--- src/rtl/csd_pkg.sv ---
package csd_pkg;

	localparam int MainW  = 10;
	localparam int ToneW  = 12;
	localparam int SpeedW = 9;

	// Main carrier codes in tenths of hertz that gate the tone-edge braking
	localparam logic [MainW-1:0] MAIN_KV65  = 10'd246;
	localparam logic [MainW-1:0] MAIN_CARRE = 10'd290;

	// Secondary tones
	localparam logic [ToneW-1:0] TONE_SECTION_SET  = 12'd1318;
	localparam logic [ToneW-1:0] TONE_SECTION_CLR  = 12'd1319;
	localparam logic [ToneW-1:0] TONE_PANTO_SET    = 12'd3725;
	localparam logic [ToneW-1:0] TONE_PANTO_CLR    = 12'd3726;
	localparam logic [ToneW-1:0] TONE_CARRE        = 12'd1882;
	localparam logic [ToneW-1:0] TONE_KV65         = 12'd3571;
	localparam logic [ToneW-1:0] TONE_DISARM_TWO_A = 12'd2867;
	localparam logic [ToneW-1:0] TONE_DISARM_TWO_B = 12'd3008;
	localparam logic [ToneW-1:0] TONE_ARM_TWO_A    = 12'd3290;
	localparam logic [ToneW-1:0] TONE_ARM_TWO_B    = 12'd2163;
	localparam logic [ToneW-1:0] TONE_ARM_ONE_A    = 12'd3430;
	localparam logic [ToneW-1:0] TONE_ARM_ONE_B    = 12'd2726;

	// Side tones
	localparam logic [ToneW-1:0] SIDE_ONE_A = 12'd1700;
	localparam logic [ToneW-1:0] SIDE_ONE_B = 12'd2300;
	localparam logic [ToneW-1:0] SIDE_TWO_A = 12'd2000;
	localparam logic [ToneW-1:0] SIDE_TWO_B = 12'd2600;

	// Active side codes
	localparam logic [1:0] SIDE_NONE  = 2'd0;
	localparam logic [1:0] SIDE_ONE   = 2'd1;
	localparam logic [1:0] SIDE_TWO   = 2'd2;
	localparam logic [1:0] SIDE_UNDET = 2'd3;

	localparam logic [3:0] ASPECT_NONE = 4'd0;

	typedef struct packed {
		logic [MainW-1:0]  main_freq_tenths;
		logic [ToneW-1:0]  secondary_freq;
		logic [ToneW-1:0]  side_freq;
		logic [SpeedW-1:0] train_speed;
	} item_t;

	typedef struct packed {
		logic [3:0] aspect_code;
		logic       aspect_changed;
		logic       overspeed;
		logic       section_flag;
		logic       pantograph_flag;
		logic [1:0] active_side;
		logic       emergency_brake;
	} result_t;

	typedef struct packed {
		logic              hit;
		logic [3:0]        code;
		logic [SpeedW-1:0] limit;
	} aspect_entry_t;

	typedef struct packed {
		logic       section;
		logic       pantograph;
		logic [1:0] side;
		logic       kv_edge;
		logic       square_edge;
	} tone_res_t;

	// Main code to aspect number (table order 300V..RRRR) and its speed limit
	function automatic aspect_entry_t aspect_lookup(input logic [MainW-1:0] f);
		aspect_entry_t e;
		e = '{hit: 1'b1, code: ASPECT_NONE, limit: '0};
		unique case (f)
			10'd114: begin e.code = 4'd1;  e.limit = 9'd315; end
			10'd136: begin e.code = 4'd2;  e.limit = 9'd315; end
			10'd103: begin e.code = 4'd3;  e.limit = 9'd285; end
			10'd125: begin e.code = 4'd4;  e.limit = 9'd285; end
			10'd169: begin e.code = 4'd5;  e.limit = 9'd315; end
			10'd147: begin e.code = 4'd6;  e.limit = 9'd285; end
			10'd158: begin e.code = 4'd7;  e.limit = 9'd235; end
			10'd180: begin e.code = 4'd8;  e.limit = 9'd235; end
			10'd191: begin e.code = 4'd9;  e.limit = 9'd170; end
			10'd202: begin e.code = 4'd10; e.limit = 9'd170; end
			10'd224: begin e.code = 4'd11; e.limit = 9'd90;  end
			10'd246: begin e.code = 4'd12; e.limit = 9'd90;  end
			10'd290: begin e.code = 4'd13; e.limit = 9'd35;  end
			default: e.hit = 1'b0;
		endcase
		return e;
	endfunction

endpackage

--- src/rtl/csd_aspect_dec.sv ---
module csd_aspect_dec (
	input  logic [csd_pkg::MainW-1:0]  main_freq_tenths,
	input  logic [csd_pkg::SpeedW-1:0] train_speed,
	input  logic [3:0]                 aspect_cur,
	output logic [3:0]                 aspect_next,
	output logic                       changed,
	output logic                       overspeed
);

	csd_pkg::aspect_entry_t entry;

	assign entry = csd_pkg::aspect_lookup(main_freq_tenths);

	// Unknown codes keep the aspect
	assign aspect_next = entry.hit ? entry.code : aspect_cur;
	assign overspeed   = entry.hit && (train_speed > entry.limit);
	assign changed     = (aspect_next != aspect_cur) &&
	                     (aspect_cur != csd_pkg::ASPECT_NONE) &&
	                     (aspect_next != csd_pkg::ASPECT_NONE);

endmodule

--- src/rtl/csd_tone_ctl.sv ---
module csd_tone_ctl (
	input  logic                      clk,
	input  logic                      arst_n,
	input  logic                      advance,
	input  logic [csd_pkg::ToneW-1:0] secondary_freq,
	input  logic [csd_pkg::ToneW-1:0] side_freq,
	output csd_pkg::tone_res_t        res
);

	logic [csd_pkg::ToneW-1:0] prev_sec_q;
	logic                      section_q, panto_q, arm_one_q, arm_two_q;
	logic [1:0]                side_switch_q, side_result_q;

	logic       section_n, panto_n, arm_one_n, arm_two_n;
	logic [1:0] side_switch_n, side_result_n, side;

	function automatic logic tone_edge(input logic [csd_pkg::ToneW-1:0] now,
		input logic [csd_pkg::ToneW-1:0] prev, input logic [csd_pkg::ToneW-1:0] tone);
		return (now == tone) && (prev != tone);
	endfunction

	always_comb begin
		if (side_freq == csd_pkg::SIDE_ONE_A || side_freq == csd_pkg::SIDE_ONE_B) begin
			side = csd_pkg::SIDE_ONE;
		end else if (side_freq == csd_pkg::SIDE_TWO_A || side_freq == csd_pkg::SIDE_TWO_B) begin
			side = csd_pkg::SIDE_TWO;
		end else begin
			side = csd_pkg::SIDE_NONE;
		end

		section_n = section_q;
		if (secondary_freq == csd_pkg::TONE_SECTION_SET) begin
			section_n = 1'b1;
		end else if (secondary_freq == csd_pkg::TONE_SECTION_CLR) begin
			section_n = 1'b0;
		end

		panto_n = panto_q;
		if (secondary_freq == csd_pkg::TONE_PANTO_SET) begin
			panto_n = 1'b1;
		end else if (secondary_freq == csd_pkg::TONE_PANTO_CLR) begin
			panto_n = 1'b0;
		end

		arm_one_n = arm_one_q;
		arm_two_n = arm_two_q;
		if (tone_edge(secondary_freq, prev_sec_q, csd_pkg::TONE_DISARM_TWO_A) ||
		    tone_edge(secondary_freq, prev_sec_q, csd_pkg::TONE_DISARM_TWO_B)) begin
			arm_two_n = 1'b0;
		end
		if (tone_edge(secondary_freq, prev_sec_q, csd_pkg::TONE_ARM_TWO_A) ||
		    tone_edge(secondary_freq, prev_sec_q, csd_pkg::TONE_ARM_TWO_B)) begin
			arm_two_n = 1'b1;
			arm_one_n = 1'b0;
		end else if (tone_edge(secondary_freq, prev_sec_q, csd_pkg::TONE_ARM_ONE_A) ||
		             tone_edge(secondary_freq, prev_sec_q, csd_pkg::TONE_ARM_ONE_B)) begin
			arm_one_n = 1'b1;
			arm_two_n = 1'b0;
		end

		// Arming wins; otherwise the side tone is judged against the last armed side
		side_switch_n = side_switch_q;
		side_result_n = side_result_q;
		priority if (arm_one_n) begin
			side_result_n = csd_pkg::SIDE_ONE;
			side_switch_n = csd_pkg::SIDE_ONE;
		end else if (arm_two_n) begin
			side_result_n = csd_pkg::SIDE_TWO;
			side_switch_n = csd_pkg::SIDE_TWO;
		end else if (side_switch_q == csd_pkg::SIDE_ONE && side == csd_pkg::SIDE_ONE) begin
			side_result_n = csd_pkg::SIDE_ONE;
		end else if (side_switch_q == csd_pkg::SIDE_ONE && side == csd_pkg::SIDE_TWO) begin
			side_result_n = csd_pkg::SIDE_NONE;
		end else if (side_switch_q == csd_pkg::SIDE_TWO && side == csd_pkg::SIDE_ONE) begin
			side_result_n = csd_pkg::SIDE_NONE;
		end else if (side_switch_q == csd_pkg::SIDE_TWO && side == csd_pkg::SIDE_TWO) begin
			side_result_n = csd_pkg::SIDE_TWO;
		end else if (side_switch_q == csd_pkg::SIDE_NONE) begin
			side_result_n = csd_pkg::SIDE_UNDET;
		end else begin
			side_result_n = side_result_q;
		end

		res.section     = section_n;
		res.pantograph  = panto_n;
		res.side        = side_result_n;
		res.kv_edge     = tone_edge(secondary_freq, prev_sec_q, csd_pkg::TONE_KV65);
		res.square_edge = tone_edge(secondary_freq, prev_sec_q, csd_pkg::TONE_CARRE);
	end

	always_ff @(posedge clk or negedge arst_n) begin
		if (!arst_n) begin
			prev_sec_q    <= '0;
			section_q     <= 1'b0;
			panto_q       <= 1'b0;
			arm_one_q     <= 1'b0;
			arm_two_q     <= 1'b0;
			side_switch_q <= csd_pkg::SIDE_NONE;
			side_result_q <= csd_pkg::SIDE_NONE;
		end else if (advance) begin
			prev_sec_q    <= secondary_freq;
			section_q     <= section_n;
			panto_q       <= panto_n;
			arm_one_q     <= arm_one_n;
			arm_two_q     <= arm_two_n;
			side_switch_q <= side_switch_n;
			side_result_q <= side_result_n;
		end
	end

	a_arm_exclusive: assert property (@(posedge clk) disable iff (!arst_n)
		!(arm_one_q && arm_two_q))
		else $error("both sides armed");

	a_switch_range: assert property (@(posedge clk) disable iff (!arst_n)
		side_switch_q != csd_pkg::SIDE_UNDET)
		else $error("side switch holds undetermined code");

	a_prev_tracks: assert property (@(posedge clk) disable iff (!arst_n)
		advance |=> prev_sec_q == $past(secondary_freq))
		else $error("previous secondary tone not updated");

endmodule

--- src/rtl/cab_signal_code_decoder.sv ---
// Channel  | Handshake                    | Payload
// item     | item_valid / item_stall      | csd_pkg::item_t   (main, secondary, side, speed)
// result   | result_valid / result_stall  | csd_pkg::result_t (aspect, flags, side, brake)
//
// One item per cycle while the result is not stalled. An input register feeds the
// decode logic, which loads the result register and the decoder state in the same
// edge, so each result follows its item through both registers.
// Reset clears the decoder state and both valid bits; no aspect is shown until
// a known main code arrives.
// A stalled result holds the result register; the input register then holds
// and item_stall rises while it is full.
module cab_signal_code_decoder (
	input  logic             clk,
	input  logic             arst_n,
	input  logic             item_valid,
	output logic             item_stall,
	input  csd_pkg::item_t   item,
	output logic             result_valid,
	input  logic             result_stall,
	output csd_pkg::result_t result
);

	logic             valid_s1;
	csd_pkg::item_t   item_s1;
	logic             result_valid_q;
	csd_pkg::result_t result_q;
	logic [3:0]       aspect_q;
	logic             advance;

	logic [3:0]          aspect_next;
	logic                changed, overspeed, emergency;
	csd_pkg::tone_res_t  tone;

	assign advance    = valid_s1 && (!result_valid_q || !result_stall);
	assign item_stall = valid_s1 && result_valid_q && result_stall;

	csd_aspect_dec u_aspect (
		.main_freq_tenths (item_s1.main_freq_tenths),
		.train_speed      (item_s1.train_speed),
		.aspect_cur       (aspect_q),
		.aspect_next      (aspect_next),
		.changed          (changed),
		.overspeed        (overspeed)
	);

	csd_tone_ctl u_tone (
		.clk            (clk),
		.arst_n         (arst_n),
		.advance        (advance),
		.secondary_freq (item_s1.secondary_freq),
		.side_freq      (item_s1.side_freq),
		.res            (tone)
	);

	assign emergency = overspeed ||
	                   (tone.kv_edge && item_s1.main_freq_tenths == csd_pkg::MAIN_KV65) ||
	                   (tone.square_edge && item_s1.main_freq_tenths == csd_pkg::MAIN_CARRE);

	// Input register: load whenever it is empty or draining this cycle
	always_ff @(posedge clk or negedge arst_n) begin
		if (!arst_n) begin
			valid_s1 <= 1'b0;
		end else if (!item_stall) begin
			valid_s1 <= item_valid;
		end
	end

	always_ff @(posedge clk) begin
		if (item_valid && !item_stall) begin
			item_s1 <= item;
		end
	end

	always_ff @(posedge clk or negedge arst_n) begin
		if (!arst_n) begin
			result_valid_q <= 1'b0;
			aspect_q       <= csd_pkg::ASPECT_NONE;
		end else begin
			if (!result_valid_q || !result_stall) begin
				result_valid_q <= valid_s1;
			end
			if (advance) begin
				aspect_q <= aspect_next;
			end
		end
	end

	always_ff @(posedge clk) begin
		if (advance) begin
			result_q.aspect_code     <= aspect_next;
			result_q.aspect_changed  <= changed;
			result_q.overspeed       <= overspeed;
			result_q.section_flag    <= tone.section;
			result_q.pantograph_flag <= tone.pantograph;
			result_q.active_side     <= tone.side;
			result_q.emergency_brake <= emergency;
		end
	end

	assign result_valid = result_valid_q;
	assign result       = result_q;

	a_aspect_match: assert property (@(posedge clk) disable iff (!arst_n)
		result_valid_q |-> result_q.aspect_code == aspect_q)
		else $error("shown aspect differs from held aspect");

	a_over_brakes: assert property (@(posedge clk) disable iff (!arst_n)
		result_valid_q && result_q.overspeed |-> result_q.emergency_brake)
		else $error("overspeed without emergency brake");

	a_no_drop: assert property (@(posedge clk) disable iff (!arst_n)
		valid_s1 && !advance |=> valid_s1)
		else $error("held item lost from input register");

	a_changed_known: assert property (@(posedge clk) disable iff (!arst_n)
		advance && changed |=> aspect_q != $past(aspect_q))
		else $error("change pulse without aspect change");

endmodule

--- config.mk ---
export PLATFORM = sky130hd
export DESIGN_NAME = cab_signal_code_decoder
export DESIGN_NICKNAME = d
export VERILOG_FILES = /design/src/rtl/csd_pkg.sv /design/src/rtl/csd_aspect_dec.sv /design/src/rtl/csd_tone_ctl.sv /design/src/rtl/cab_signal_code_decoder.sv
export SDC_FILE = /design/constraint.sdc
export NUM_CORES = 1
export LEC_CHECK = 0
export ABC_CLOCK_PERIOD_IN_PS = 5040
export BUFFER_PORTS_ARGS = -buffer_cell sky130_fd_sc_hd__buf_2
export CAP_MARGIN = 20
export CORE_MARGIN = 5
export CORE_UTILIZATION = 40
export CTS_BUF_LIST = sky130_fd_sc_hd__clkbuf_4
export CTS_CLUSTER_SIZE = 24
export DETAILED_ROUTE_END_ITERATION = 8
export GPL_ROUTABILITY_DRIVEN = 0
export GPL_TIMING_DRIVEN = 0
export HOLD_SLACK_MARGIN = 0.12
export PLACE_DENSITY = 0.6
export SYNTH_ARGS = -nofsm -noshare
export SYNTH_HDL_FRONTEND = slang
export SYNTH_HIERARCHICAL = 1
export SYNTH_SLANG_ARGS = --single-unit
--- constraint.sdc ---
create_clock -name clk -period 5.04 [get_ports clk]
set_input_delay 1.008 -clock clk [delete_from_list [all_inputs] [get_ports clk]]
set_output_delay 1.008 -clock clk [all_outputs]
set_load 0.02 [all_outputs]
Word level (Yosys, flattened, before mapping)
Index checks and enable logic that the tools add are counted.
{"block": "word_totals", "rom_bits": 0, "input_bits": 47, "output_inout_bits": 13, "elab_cells": 125, "ramBits": 0, "regBits": 80, "latchBits": 0, "n_memories": 0}
{"block": "op_classes", "mul": 0, "mux": 23, "n_eq_ne": 42, "reduce_logical": 38, "magnitude_cmp": 1, "n_addsub": 0, "shifts": 0, "bitwise_logic": 0, "div": 0}
{"op": "$pmux 13 s13", "n": 1}
{"op": "$eq 12x12->1 const B", "n": 11}
{"op": "$eq 10x8->1 const B", "n": 9}
{"op": "$ne 12x12->1 const B", "n": 7}
{"op": "$eq 12x11->1 const B", "n": 5}
{"op": "$eq 10x7->1 const B", "n": 3}
{"op": "$mux 2", "n": 11}
{"op": "$logic_and 1x1->1", "n": 21}
{"op": "$reduce_or 13->1", "n": 1}
{"op": "$ne 12x11->1 const B", "n": 1}
{"op": "$eq 10x9->1 const B", "n": 1}
{"op": "$mux 1", "n": 10}
{"op": "$gt 9x9->1", "n": 1}
{"op": "$logic_or 1x1->1", "n": 8}
{"op": "$reduce_bool 4->1", "n": 2}
{"op": "$eq 2x1->1 const B", "n": 2}
{"op": "$eq 2x2->1 const B", "n": 2}
{"op": "$mux 4", "n": 1}
{"op": "$ne 4x4->1", "n": 1}
{"op": "$logic_not 1->1", "n": 3}
{"op": "$logic_not 2->1", "n": 1}
{"op": "$reduce_and 2->1", "n": 1}
{"op": "$reduce_bool 2->1", "n": 1}

Depth between registers and ports, before layout
{"block": "logic_depth", "word_depth": 12, "ltp_mapped": 16, "depth_no_buf": 15}

Hierarchy
Netlist, hierarchy kept.
{"module": "cab_signal_code_decoder", "seq_area_each_um2": 1771.7, "n_inst": 1, "area_each_um2": 1906.8, "cells_each": 77}
{"module": "csd_tone_ctl", "seq_area_each_um2": 500.5, "n_inst": 1, "area_each_um2": 1408.9, "cells_each": 152}
{"module": "csd_aspect_dec", "seq_area_each_um2": 0.0, "n_inst": 1, "area_each_um2": 842.1, "cells_each": 123}

Worst setup path before layout
Ideal clock, no wire load.
{"block": "synth_timing", "path_kind": "register to register", "start": "register item_s1[39] (netlist bit)", "end": "register result_q, in the netlist result[0] (data pin)", "n_path_buf": 1, "setup_time_ns": 0.256, "period_less_slack_ns": 3.476, "setup_slack_ns": 1.564, "t_required_ns": 4.784, "stages_incl_launch_ff": 17, "arrival_ns": 3.220, "path_cell_list": "edfxtp_1 > buf_6 > or4b_4 > nor3_1 > o21bai_1 > nor3_1 > nand2_1 > nor2_1 > ha_1 > nor2b_1 > o21a_1 > o21a_1 > o21a_1 > o21ai_0 > a21oi_1 > o31a_2 > a41o_1"}
{"block": "synth_between", "elab_chain_len": 6, "word_cells_on_any_way": 22, "cone_classes": "order compare (1); eq/ne (13); mux (2); reduce/logical (6)"}
{"element": "start: declaration", "line": "cab_signal_code_decoder.sv:24", "source": "csd_pkg::item_t item_s1;"}
{"element": "start signal: assignment", "line": "cab_signal_code_decoder.sv:70", "source": "item_s1 <= item;"}
{"element": "$eq 10x9->1 (tied with other cells)", "line": "csd_pkg.sv:74", "source": "unique case (f)"}
{"element": "$pmux 13 s13 / $reduce_or 13->1 (equally long branches)"}
{"element": "$gt 9x9->1 / $mux 1 (equally long branches)", "line": "csd_aspect_dec.sv:16, csd_pkg.sv:74"}
{"element": "$logic_and 1x1->1 *", "line": "csd_aspect_dec.sv:16", "source": "assign overspeed = entry.hit && (train_speed > entry.limit);"}
{"element": "via overspeed", "line": "cab_signal_code_decoder.sv:31", "source": "logic changed, overspeed, emergency;"}
{"element": "$logic_or 1x1->1 *", "line": "cab_signal_code_decoder.sv:55", "source": "assign emergency = overspeed ||"}
{"element": "$logic_or 1x1->1 *", "line": "cab_signal_code_decoder.sv:56", "source": "(tone.kv_edge && item_s1.main_freq_tenths == csd_pkg::MAIN_KV65) ||"}
{"element": "via emergency", "line": "cab_signal_code_decoder.sv:31"}
{"element": "end: declaration", "line": "cab_signal_code_decoder.sv:26", "source": "csd_pkg::result_t result_q;"}
The timed path passes the listed nets; every way through them passes the cells marked *.
A chain may end at the register's enable or synchronous reset.

Final worst setup path
Ends and elaborated chain as after synthesis.

==> impl_metrics.ini <==
[sta]
slew_headroom = 0.392
setup_viol = 0
hold_violations = 0
rsz0062_at_grt = no
setup_tns_ns = 0
min_period_ns = 4.00
finalMaxSlewViolations = 0
tightest_slew_ns = 0.907
fmax_mhz = 250
skew_ns = 0.0350
min_period_over_period = 0.794

[synth]
synth_cell_type_count = 66
async_reset_ff_frac = 0.325
synth.area.top_cells = edfxtp_1, dfrtp_1, mux2_2, ha_1, nor2_1
yosysTopAreaCellShare = 0.390
postSynthCellCount = 352
ys.flop_type = edfxtp_1
synth_fp_nets = 408
synth-edff-count = 54
seq_area_frac_synth = 0.546
synth-seq-cells = 80
synth_top_cell_by_area = edfxtp_1
synth.cell_area_um2 = 4160
avgSynthCellArea_um2 = 11.8
yosysWarnings = 6

[place]
port-buffer-count = 59
dpl.hpwl_um = 6890

[die]
die_y_um = 112
coreArea_um2 = 10200
die_w_um = 112
design.die.area_um2 = 12500
start_util = 0.406
rows = 37
design.portCount = 60

[finish]
layout_commonest_cell = buf_2
multi_input_area_um2 = 1770
final_nets = 479
utilization = 0.469
diodes = 0
regArea_um2 = 2270
drive_gt1_frac = 0.283
n_fill_cell = 952
final_cell_mix = buf_2, edfxtp_1, dfrtp_1, nor2_1, nand2_1
area_delta_synth_final_pct = 15.5

[routing]
via_per_inst = 5.60
ant_nets = 0
drc = 0
wirelength_um = 9310
num_vias = 3158
wl_per_cell_um = 16.5
firstDrtPassIters = 5
drt_iter0_markers = 185

[global_route]
grt_util_all_layers = 0.152
antenna_found_initial = 0
grt_max_degree = 31
overflow = 0
grt_first_pass_wirelength_um = 15300
grt_pass1_vias = 3153

[job]
drv_cap = 0

[worst_setup_path]
endpoint_kind = flip-flop
critPathMaxFanout = 9
crit_arrival_ns = 4.16
critical_path_class = reg -> reg
cp_data_required_time_ns = 5.20
worst_setup_path_start_kind = flip-flop

[hold_path]
worstHoldPathType = reg -> reg

[power]
powerDensity_nw_per_um2 = 307
leakagePower_nw = 1.82
peakVddDrop_mv = 0.143

[cts]
clock_latency_ns = 0.43
cts_resized = 0
cts_setup_buffers = 0
htreeDepth = 3
cts_buffer_depth = 2
cts.sinks = 80
worst_setup_hold_path_clk_slew_ns = 0.12
cts_made_buffers = 9
cts_hold_buffers = 0
root_buffer = clkbuf_4
cts_tree = done

[status]
status = finished clean
## where the power goes
group / switching, W / internal, W
clock: 0.000215 / 0.000210
combinational: 0.000114 / 0.0000992
sequential: 0.0000601 / 0.000776
total: 0.000390 / 0.00108
## synth_stat cells (8+ instances only)
| cell type | instances |
|---|---|
| edfxtp_1 | 54 |
| inv_1 | 12 |
| a21oi_1 | 9 |
| nor3_1 | 11 |
| ha_1 | 9 |
| dfrtp_1 | 26 |
| nand3_1 | 8 |
| nand2_1 | 23 |
| o21ai_0 | 9 |
| nor2_1 | 24 |
| mux2_2 | 17 |
| nand4_1 | 12 |
## sequential cells by signal (all words and copies together), names as in the netlist
register              flops
u_tone/arm_one_q          1
u_tone/panto_q            1
u_tone/prev_sec_q        12
valid_s1                  1
u_tone/section_q          1
result_valid              1
aspect_q                  4
u_tone/arm_two_q          1
result                   11
item_s1                  43
u_tone/side_switch_q      2
u_tone/side_result_q      2
## stage by stage
stage          instance area (um2)  hold WS (ns)  worst slack [ns]  std cells  power [W]
2_1_floorplan                 4160         0.442              1.56        352   0.000982
3_3_place_gp                  4620         0.444              1.11        547    0.00105
3_5_place_dp                  4640         0.468              1.11        548    0.00106
4_1_cts                       4800         0.497              1.06        564    0.00149
5_1_grt                       4800         0.521             0.926        564    0.00155
6_report                      4800         0.490              1.04        564    0.00147
## worst max-delay path, stage by stage, from the launching register on
cell      delay [ns]
edfxtp_1        0.45
buf_6           0.17
or4b_4          0.58
nor3_1          0.33
o21bai_1        0.23
nor3_1          0.17
nand2_1         0.10
nor2_1          0.05
ha_1            0.29
nor2b_1         0.13
o21a_1          0.16
o21a_1          0.16
o21a_1          0.16
o21ai_0         0.15
a21oi_1         0.08
o31a_2          0.32
a41o_1          0.22
## cells by family after synthesis
group                      share of synthesized area
adders and majority gates                     0.0271
xor gates and xnor gates                     0.00632
DFF                                            0.546
buffers and inverters                         0.0292
and+or+nand+nor                                0.237
AOI/OAI and AO/OA                             0.0996
muxes                                         0.0545
## final timing paths
| check | to | slack (ns) | startpoint | cells past startpoint |
|---|---|---|---|---|
| worst max-delay path | result[0]$_DFFE_PP_ | 1.04 | item_s1[39]$_DFFE_PP_ | 16 |
| worst min-delay path | u_tone/arm_one_q$_DFFE_PN0P_ | 0.49 | u_tone/arm_one_q$_DFFE_PN0P_ | 1 |
| worst max register to register | result[0]$_DFFE_PP_ | 1.04 | item_s1[39]$_DFFE_PP_ | 16 |
| worst min register to register | u_tone/arm_one_q$_DFFE_PN0P_ | 0.49 | u_tone/arm_one_q$_DFFE_PN0P_ | 1 |
| max in group asynchronous | u_tone/arm_two_q$_DFFE_PN0P_ | 4.03 | arst_n | 1 |
| min in group asynchronous | u_tone/side_result_q[1]$_DFFE_PN0P_ | 0.58 | arst_n | 1 |
## layer usage
layer  GRT usage  wire (um)  vias up
li1            -          -     1516
met1       0.180       3770     1524
met2       0.270       4870      103
met3      0.0353        479       15
met4      0.0513        190        0
met5           0          0        -
## cell type report
class | count | share of cell area
multi-input combinational | 248 | 0.368
clock inverter | 5 | 0.0154
clock buffer | 11 | 0.0172
sequential | 80 | 0.473
tap | 136 | 0.0354
buffer | 12 | 0.0159
inverter | 12 | 0.00938
timing repair buffer | 60 | 0.0657
Note: power is estimated with default switching activity, not from simulation.
